**src/vnsc_pkg.sv**
```systemverilog
// vnsc_pkg: types, constants and codes shared by the nearest-site colorizer
// used by vnsc_cell and voronoi_nearest_site_colorizer_unit
// no dependencies
`default_nettype none

package vnsc_pkg;

  // table size and screen geometry
  localparam int MaxSites = 32;
  localparam int ScreenW  = 640;

  // field widths
  localparam int CoordW = 10;
  localparam int ColorW = 32;
  localparam int SlotW  = 5;
  localparam int SitesW = 6;
  localparam int DistW  = 2 * CoordW + 1;
  localparam int CntW   = $clog2(MaxSites + 1);

  // reset values of the configuration registers
  localparam logic [SitesW-1:0] SitesInUseRst   = SitesW'(20);
  localparam logic              MarkerEnableRst = 1'b1;

  // operation codes
  localparam logic OpWrite = 1'b0;
  localparam logic OpQuery = 1'b1;

  // configuration register indexes
  localparam int CfgIdxW = 1;
  localparam logic [CfgIdxW-1:0] CfgSitesInUse   = 1'b0;
  localparam logic [CfgIdxW-1:0] CfgMarkerEnable = 1'b1;

  typedef struct packed {
    logic              operation;
    logic [SlotW-1:0]  site_slot;
    logic [CoordW-1:0] site_x;
    logic [CoordW-1:0] site_y;
    logic [ColorW-1:0] site_color;
    logic [CoordW-1:0] pixel_x;
    logic [CoordW-1:0] pixel_y;
  } in_item_t;

  typedef struct packed {
    logic [ColorW-1:0] pixel_color;
    logic [SlotW-1:0]  nearest_slot;
    logic              is_marker;
  } out_item_t;

  // site write command broadcast to all cells
  typedef struct packed {
    logic              en;
    logic [SlotW-1:0]  slot;
    logic [CoordW-1:0] x;
    logic [CoordW-1:0] y;
    logic [ColorW-1:0] color;
  } site_wr_t;

  // query token handed from cell to cell
  typedef struct packed {
    logic [CoordW-1:0] px;
    logic [CoordW-1:0] py;
    logic [DistW-1:0]  best_dist;
    logic [SlotW-1:0]  best_slot;
    logic [ColorW-1:0] best_color;
    logic              marker;
  } token_t;

endpackage

`default_nettype wire

```
**src/vnsc_cell.sv**
```systemverilog
// vnsc_cell: one site slot of the search chain, holds the site and compares
// the passing query token against it
// depends on vnsc_pkg
`default_nettype none

module vnsc_cell import vnsc_pkg::*; (
  input  wire logic             clk_i,
  input  wire logic             rst_ni,
  input  wire logic             adv_i,
  input  wire logic [SlotW-1:0] idx_i,
  input  wire logic [CntW-1:0]  count_i,
  input  wire site_wr_t         wr_i,
  input  wire token_t           tok_i,
  input  wire logic             tok_valid_i,
  output token_t                tok_o,
  output logic                  tok_valid_o
);

  logic [CoordW-1:0] sx_q, sy_q;
  logic [ColorW-1:0] color_q;
  token_t            tok_q, tok_d;
  logic              valid_q;

  logic [CoordW-1:0]   dx, dy;
  logic [2*CoordW-1:0] dx2, dy2;
  logic [DistW-1:0]    sq_dist;
  logic [CoordW:0]     sx_p1, sy_p1;
  logic                active, take, col, row;

  // site storage, written by slot match
  always_ff @(posedge clk_i) begin
    if (wr_i.en && (wr_i.slot == idx_i)) begin
      sx_q    <= wr_i.x;
      sy_q    <= wr_i.y;
      color_q <= wr_i.color;
    end
  end

  // squared distance to this site
  always_comb begin
    dx      = (sx_q > tok_i.px) ? (sx_q - tok_i.px) : (tok_i.px - sx_q);
    dy      = (sy_q > tok_i.py) ? (sy_q - tok_i.py) : (tok_i.py - sy_q);
    dx2     = (2*CoordW)'(dx) * (2*CoordW)'(dx);
    dy2     = (2*CoordW)'(dy) * (2*CoordW)'(dy);
    sq_dist = {1'b0, dx2} + {1'b0, dy2};
  end

  // marker square, right column clipped at the screen edge
  always_comb begin
    sx_p1 = {1'b0, sx_q} + (CoordW+1)'(1);
    sy_p1 = {1'b0, sy_q} + (CoordW+1)'(1);
    col   = (tok_i.px == sx_q) ||
            (({1'b0, tok_i.px} == sx_p1) && (sx_p1 < (CoordW+1)'(ScreenW)));
    row   = (tok_i.py == sy_q) || ({1'b0, tok_i.py} == sy_p1);
  end

  // update of the running best, lowest slot wins on ties
  always_comb begin
    active = CntW'(idx_i) < count_i;
    take   = active && ((idx_i == '0) || (sq_dist < tok_i.best_dist));
    tok_d  = tok_i;
    if (take) begin
      tok_d.best_dist  = sq_dist;
      tok_d.best_slot  = idx_i;
      tok_d.best_color = color_q;
    end
    tok_d.marker = tok_i.marker | (active & col & row);
  end

  // token stage
  always_ff @(posedge clk_i or negedge rst_ni) begin
    if (!rst_ni) begin
      valid_q <= 1'b0;
    end else if (adv_i) begin
      valid_q <= tok_valid_i;
    end
  end

  always_ff @(posedge clk_i) begin
    if (adv_i) begin
      tok_q <= tok_d;
    end
  end

  assign tok_o       = tok_q;
  assign tok_valid_o = valid_q;

endmodule

`default_nettype wire

```
**config.mk**
```make
export PLATFORM = sky130hd
export DESIGN_NAME = vnsc_cell
export DESIGN_NICKNAME = d
export VERILOG_FILES = /design/src/vnsc_pkg.sv /design/src/vnsc_cell.sv
export SDC_FILE = /design/constraint.sdc
export NUM_CORES = 1
export LEC_CHECK = 0
export ABC_AREA = 1
export BUFFER_PORTS_ARGS = -buffer_cell sky130_fd_sc_hd__buf_2
export CORE_UTILIZATION = 35
export DETAILED_ROUTE_END_ITERATION = 12
export GPL_ROUTABILITY_DRIVEN = 0
export PLACE_DENSITY = 0.65
export SYNTH_ARGS = -nofsm -noshare
export SYNTH_HDL_FRONTEND = slang
export SYNTH_SLANG_ARGS = --single-unit
```
**constraint.sdc**
```tcl
create_clock -name clk_i -period 11.9 [get_ports clk_i]
set_input_delay 1.19 -clock clk_i [delete_from_list [all_inputs] [get_ports clk_i]]
set_output_delay 1.19 -clock clk_i [all_outputs]
set_load 0.02 [all_outputs]
```
# == Yosys cells after proc, flatten, opt, wreduce, memory -nomap -nowiden ==
# Index checks and enable logic that the tools add are counted.
# totals
output_inout_bits,80
memories,0
ramBits,0
mem_bits_ro,0
latchBits,0
input_bits,152
register_bits,132
# classes
add_sub_neg,7
mul,2
n_reduce_logical,7
eq_ne,5
n_div,0
mux,3
order_cmp,5
n_shift,0
n_bitwise,3
# op_table
op,count
58-bit two-way mux,1
10-bit by 10-bit multiplier with 20-bit output,2
10-bit subtractor,4
10-bit by 1-bit adder with 11-bit output (second input constant),2
10-bit by 11-bit equality test with 1-bit output,2
20-bit by 20-bit adder with 21-bit output,1
21-bit less-than comparator,1
10-bit equality test,2
10-bit > comparator,2
10-bit two-way mux,2
11-bit by 10-bit less-than comparator with 1-bit output (second input constant),1
5-bit by 6-bit less-than comparator with 1-bit output,1
5-bit equality test,1
5-bit logical NOT,1
1-bit logical AND,3
1-bit logical OR,3
1-bit AND,2
1-bit bitwise OR,1

# == Longest topological paths before layout ==
# Gate-level depths: netlist of the first run.
# depth
ltp_word,8
depth_mapped,54
depth_no_buf,51

# == Least setup slack after synthesis of the first run ==
# No wires, ideal clock.
# synth_path
path_kind,input to register
from,input tok_i[59] (netlist bit)
to,"register tok_q, in the netlist tok_o[43], data pin"
arrival_time_ns,8.987
cell_stages,49
slack_ns,2.660
t_required_ns,11.647
cell_sequence,ha_1 -> inv_1 -> fa_1 -> nand3_1 -> nand2_2 -> nand2_1 -> nand2_1 -> nand2_1 -> nand2_2 -> nand2_2 -> inv_1 -> nand2_1 -> nand2_1 -> inv_1 -> nand2_1 -> fa_1 -> fa_1 -> inv_1 -> (+13 left out) -> nand2_1 -> nand2_1 -> nand2_1 -> nand2_1 -> ha_1 -> nand2_1 -> nor2_1 -> nand4_1 -> nor2_1 -> o21ai_0 -> nand3_1 -> nand2_1 -> nand2_1 -> inv_1 -> buf_2 -> buf_2 -> nand2_1 -> nand2_1
# synth_rtl
element,line_no,text
from (decl),vnsc_cell.sv:13,"input wire token_t tok_i,"
to (signal assigned),vnsc_cell.sv:81,tok_q <= tok_d;
to (decl),vnsc_cell.sv:21,"token_t tok_q, tok_d;"

==> impl_results.md, run 1 <==
- Status: finished clean
- Sequential area share after synthesis: 28.0%
- Critical path startpoint category: input pin
- Final worst path period need: 10210 ps
- Setup bufs post-CTS: 0
- Port bufs: about 230
- Vias: about 11k
- Final Max Slew Viols: 0
- Setup TNS: 0 ps
- Antenna violations before repair: 1
- Worst hold path class: reg -> reg
- Clock Path Buffers: 2
- #FFs+latches synth: 132
- Avg Inst Size Synth: 8.44 µm²
- CP max stage delay: 540 ps
- Die H: 203 µm
- RSZ-0062 raised after global routing: false
- CTS buffer count: 17
- Reg area: 3960 µm²
- Max-slew headroom: about 37%
- Buffers & Inverters on Critical Path: 9
- Top Ports: 232
- Clock latency on the worst-skew pair: around 440 ps
- Syn Inst Count: about 1.7k
- Initial Util: a little over a third
- Share of synthesized area spent on multiplexers: less than 1%
- Synth cell types: 45
- Die width: between 200 and 250 µm
- Compound-Gate Fraction of Synth Area: under 10%
- Cell mode on critical path: nand2_1
- Slew @ Worst Pin: 938 ps
- Final net count: about 2.3k
- Clk root buf: clkbuf_16
- Final setup violation count: 0
- CP delay by family, top: adder cells
- Crit-path slowest cell: fa_1
- Final worst clock skew: about 14 ps
- XOR/XNOR Fraction of Synth Area: 3.10%
- Commonest non-fill, non-tap cell in the layout: nand2_1
- Ant. Diodes: 0
- Syn-to-layout area delta: 16.3%
- # clock sinks: between 100 and 150
- Number of global-route vias before repair: about 12k
- WL/cell: roughly 14 µm
- FILL cells: approximately 4.0k
- Routed WL: roughly 34000 µm
- Crit path DAT: around 10000 ps
- Total track usage: roughly 17%
- Largest net degree at the start of global routing: 68
- DRT antenna net count: 0
- Ys Warns: 0
- Synth Area in Simple Gates: around a fifth
- Mapped Nets: 2107
- Detailed Route Iter0 Violations: between 700 and 800
- Hpwl dp: about 28000 µm
- DR pass1 iterations: 6
- First-pass GRT wire length: approximately 56000 µm
- H-tree depth: 4
- WHS: just over 500 ps
- CP Capture Type: flop
- TritonCTS clock tree: built
- Post-synthesis adder-cell area fraction: about a third
- Total die area: ~41000 µm²
- Data required time of the worst path: roughly 12000 ps
- Proportion of layout cells with a drive suffix above 1: roughly 17%
- Post-DR vias/cell: 4.68
- Crit path kind: in -> reg
- Final cycle utilization of the critical path: 85.8%
- GR Overflow Total: 0
- Max FO, Critical Path: 67
- Core Box Area: about 40000 µm²
- Cts hold-fix bufs: 0
- Largest family of logic cells by synthesized area: adder cells
- CTS resizes: 0
- Endpoints failing hold: 0
- Post-route DRC: 0
- Post-Syn Area: between 10000 and 15000 µm²
- Site row count: 73
- Clk pin slew, worst setup/hold paths: around 60 ps
- MaxCap Viol Count: 0
- Fmax: between 90 and 100 MHz
- Most frequent cells in the layout: nand2_1, inv_1, buf_2, ha_1, fa_1
- Area taken by multi-input logic gates: slightly below 9000 µm²
-- through the flow --
| step | setup WS (ps) | cell area, µm² | util (%) | instances |
|---|---|---|---|---|
| 6_report | 1690 | 16400 | 41.3 | 2441 |
| 5_1_grt | 927 | 16400 | 41.3 | 2441 |
| 4_1_cts | 1730 | 16400 | 41.3 | 2441 |
| 3_5_place_dp | 1350 | 15800 | 39.9 | 2409 |
| 3_3_place_gp | 1500 | 15800 | 39.9 | 2409 |
| 2_1_floorplan | 2660 | 14100 | - | 1672 |
-- sequential cells by signal, summed over array words and instances, names as in the netlist --
signal and count:
color_q 32, sx_q 10, sy_q 10, tok_o 79, tok_valid_o 1
-- worst reg2reg max path: cells and delay by family, from the launching register on --
kind | cells | cell delay, ps
fa+ha+maj | 11 | 4750
simple gates | 22 | 2560
buf+inv | 8 | 1070
compound gates | 5 | 740
flops | 1 | 470
-- kinds of logic after synthesis --
kind of cell | count (synthesis)
AOI/OAI and AO/OA | 123
buffers and inverters | 374
muxes | 1
adders and majority gates | 283
and+or+nand+nor | 709
xor gates and xnor gates | 50
DFF | 132
-- final timing paths --
kind / startpoint / end / slack (ps) / cells past startpoint
max: tok_i[59] / tok_o[34] / 1690 / 42
min: tok_valid_o / tok_valid_o / 500 / 1
max reg2reg: sy_q[0] / tok_o[34] / 2010 / 46
min reg2reg: tok_valid_o / tok_valid_o / 500 / 1
max in group asynchronous: rst_ni / tok_valid_o / 11300 / 1
min in group asynchronous: rst_ni / tok_valid_o / 520 / 1
-- synth_stat cells, drive strengths merged --
| master | count | area (µm²) |
|---|---|---|
| a21boi | 2 | 15.0 |
| a21o | 8 | 60.1 |
| a21oi | 54 | 270 |
| a221oi | 1 | 8.76 |
| a31oi | 1 | 6.26 |
| and2 | 1 | 6.26 |
| and3 | 1 | 6.26 |
| buf | 15 | 98.8 |
| clkbuf | 8 | 31.3 |
| dfrtp | 1 | 25.0 |
| edfxtp | 131 | 3930 |
| fa | 135 | 2700 |
| ha | 148 | 1850 |
| inv | 351 | 1320 |
| mux2 | 1 | 11.3 |
| nand2 | 463 | 1820 |
| nand3 | 78 | 390 |
| nand3b | 1 | 7.51 |
| nand4 | 10 | 62.6 |
| nor2 | 142 | 617 |
| nor2b | 1 | 6.26 |
| nor3 | 9 | 50.1 |
| o2111ai | 1 | 8.76 |
| o211ai | 1 | 7.51 |
| o21a | 4 | 30.0 |
| o21ai | 40 | 226 |
| o21bai | 11 | 82.6 |
| or2 | 3 | 18.8 |
| xnor2 | 12 | 105 |
| xor2 | 38 | 333 |
-- per-layer routing --
| layer | track usage (%) | up-vias | wire, µm | part of all wire [%] |
|---|---|---|---|---|
| li1 | - | 5645 | - | - |
| met1 | 21.3 | 5438 | 14900 | 44 |
| met2 | 30.0 | 290 | 16800 | 49 |
| met3 | 2.87 | 53 | 1650 | 4.8 |
| met4 | 5.91 | 2 | 784 | 2.3 |
| met5 | 0 | - | 11 | 0.032 |
-- layout make-up --
cell class,count,area share (%)
inverter,351,8.06
timing repair buffer,235,7.24
tap,525,4.00
clock buffer,17,2.59
sequential,132,24.1
multi-input combinational,1166,53.1
clock inverter,15,0.892
Power of run 1 is not shown: default switching activity piles up to over one toggle a cycle in this logic, so the estimate is an artifact.
==> run 2: changes to the inputs <==
- GPL_TIMING_DRIVEN: unset -> 0
==> impl_results.md, run 2 (same netlist as run 1, synthesis figures left out) <==
- Syn-to-layout area delta: 17.7%
- First-pass GRT wire length: 56800 µm (+1.1%)
- Final worst path period need: 10340 ps (+135 ps)
- Final net count: 2362 (+1.0%)
- Final worst clock skew: 12.0 ps (-2.23 ps)
- Crit path DAT: 10530 ps (+160 ps)
- Most frequent cells in the layout: nand2_1, inv_1, buf_2, ha_1, fa_1
- Proportion of layout cells with a drive suffix above 1: 17.6% (+0.57 points)
- Crit-path slowest cell: fa_1
- WP depth: 47 (+12%)
- Setup TNS: 0 ps (unchanged)
- Total die area: 41100 µm² (unchanged)
- Hpwl dp: 29000 µm (+2.4%)
- Number of global-route vias before repair: 11.8k (-0.83%)
- Final Util: 41.8% (+0.52 points)
- MaxCap Viol Count: 0 (unchanged)
- Largest net degree at the start of global routing: 65 (-4.4%)
- Initial Util: 35.5% (unchanged)
- RR Endpoint: tok_o[43]
- Max FFs per register: 79 (unchanged)
- Final cycle utilization of the critical path: 86.9% (+1.1 points)
- Clock latency on the worst-skew pair: 440 ps (about the same)
- FILL cells: 3961 (unchanged)
- Max FO, Critical Path: 10 (-85%)
- Post-route DRC: 0 (unchanged)
- RSZ-0062 raised after global routing: false
- Port bufs: 231 (unchanged)
- CTS buffer count: 17 (unchanged)
- Clock Path Buffers: 2 (unchanged)
- Commonest non-fill, non-tap cell in the layout: nand2_1
- CP delay by family, top: adder cells
- H-tree depth: 4 (unchanged)
- CP max stage delay: 560 ps (+20 ps)
- Layout Cells excl Fill: 2466 (+1.0%)
- GR Overflow Total: 0 (unchanged)
- Clk root buf: clkbuf_16
- Cts hold-fix bufs: 0 (unchanged)
- Final setup violation count: 0 (unchanged)
- Worst hold path class: reg -> reg
- Slew @ Worst Pin: 832 ps (-106 ps)
- Cell mode on critical path: nand2_1
- Reg-to-reg setup timing slack: 1960 ps (-50 ps)
- Area taken by multi-input logic gates: 8710 µm² (about the same)
- Post-DR vias/cell: 4.68 (-0.14%)
- Data required time of the worst path: 12090 ps (+30 ps)
- Vias: 11.5k (+0.88%)
- Routed WL: 34300 µm (+0.35%)
- Placed cells: 2433 (+1.0%)
- DRT antenna net count: 0 (unchanged)
- Antenna violations before repair: 1 (unchanged)
- Crit path kind: in -> reg
- Critical path origin: tok_i[59]
- # clock sinks: 132 (unchanged)
- Core Box Area: 39700 µm² (unchanged)
- Die H: 203 µm (unchanged)
- Clk pin slew, worst setup/hold paths: 60 ps (about the same)
- Detailed Route Iter0 Violations: 653 (-12%)
- CTS resizes: 0 (unchanged)
- Crit Reg-Reg Startpoint: sy_q[0]
- Worst setup path endpoint: tok_o[43]
- DR pass1 iterations: 5 (-1)
- Buffers & Inverters on Critical Path: 12 (+3)
- Die width: 203 µm (unchanged)
- Max-slew headroom: 44.2% (+6.8 points)
- Site row count: 73 (unchanged)
- Fmax: 96.7 MHz (-1.3%)
- Critical path startpoint category: input pin
- WL/cell: 13.9 µm (-0.67%)
- Reg area: 3960 µm² (unchanged)
- Reg2Reg Depth: 45 (-2.2%)
- Total track usage: 17.3% (+0.12 points)
- Final Max Slew Viols: 0 (unchanged)
- TritonCTS clock tree: built
- Top Ports: 232 (unchanged)
- Setup bufs post-CTS: 0 (unchanged)
- Status: finished clean
- CP Capture Type: flop
- Endpoints failing hold: 0 (unchanged)
[run 2: worst min path at each step]
stage,depth (start not counted),endpoint,start,slack [ps]
global placement,1,tok_valid_o,tok_valid_o,480
floorplan,2,tok_o[10],color_q[9],490
detailed placement,2,tok_o[8],color_q[7],500
global route,1,tok_valid_o,rst_ni,500
CTS,1,tok_valid_o,rst_ni,490
finish,2,tok_o[8],color_q[7],510
[run 2: metal layers]
layer,wire length [µm],vias up,global-route usage [%]
li1,-,5702,-
met1,14400,5478,21.1
met2,17300,309,30.5
met3,1900,38,3.27
met4,675,2,5.85
met5,8,-,0
[run 2: metrics by stage]
| step | hold WS, ps | worst slack (ps) | area (µm²) |
|---|---|---|---|
| CTS | 489 | 1640 | 16600 |
| detailed placement | 496 | 1190 | 16000 |
| finish | 506 | 1560 | 16600 |
| global route | 499 | 808 | 16600 |
| floorplan | 487 | 2660 | 14100 |
| global placement | 484 | 1260 | 15900 |
[run 2: tightest hold or removal path: stages (launching register included)]
cell,delay [ps]
edfxtp_1,320
nand2_1,50
nand2_1,40
[run 2: cell type report]
type	instances	share of cell area [%]
Clock inverter	14	1.06
Sequential cell	132	23.8
Tap cell	525	3.95
Inverter	351	7.96
Buffer	23	0.783
Multi-Input combinational cell	1166	52.4
Timing Repair Buffer	236	7.41
Clock buffer	17	2.56
Antenna cell	2	0.0301
Power of run 2 is left out for the same reason.
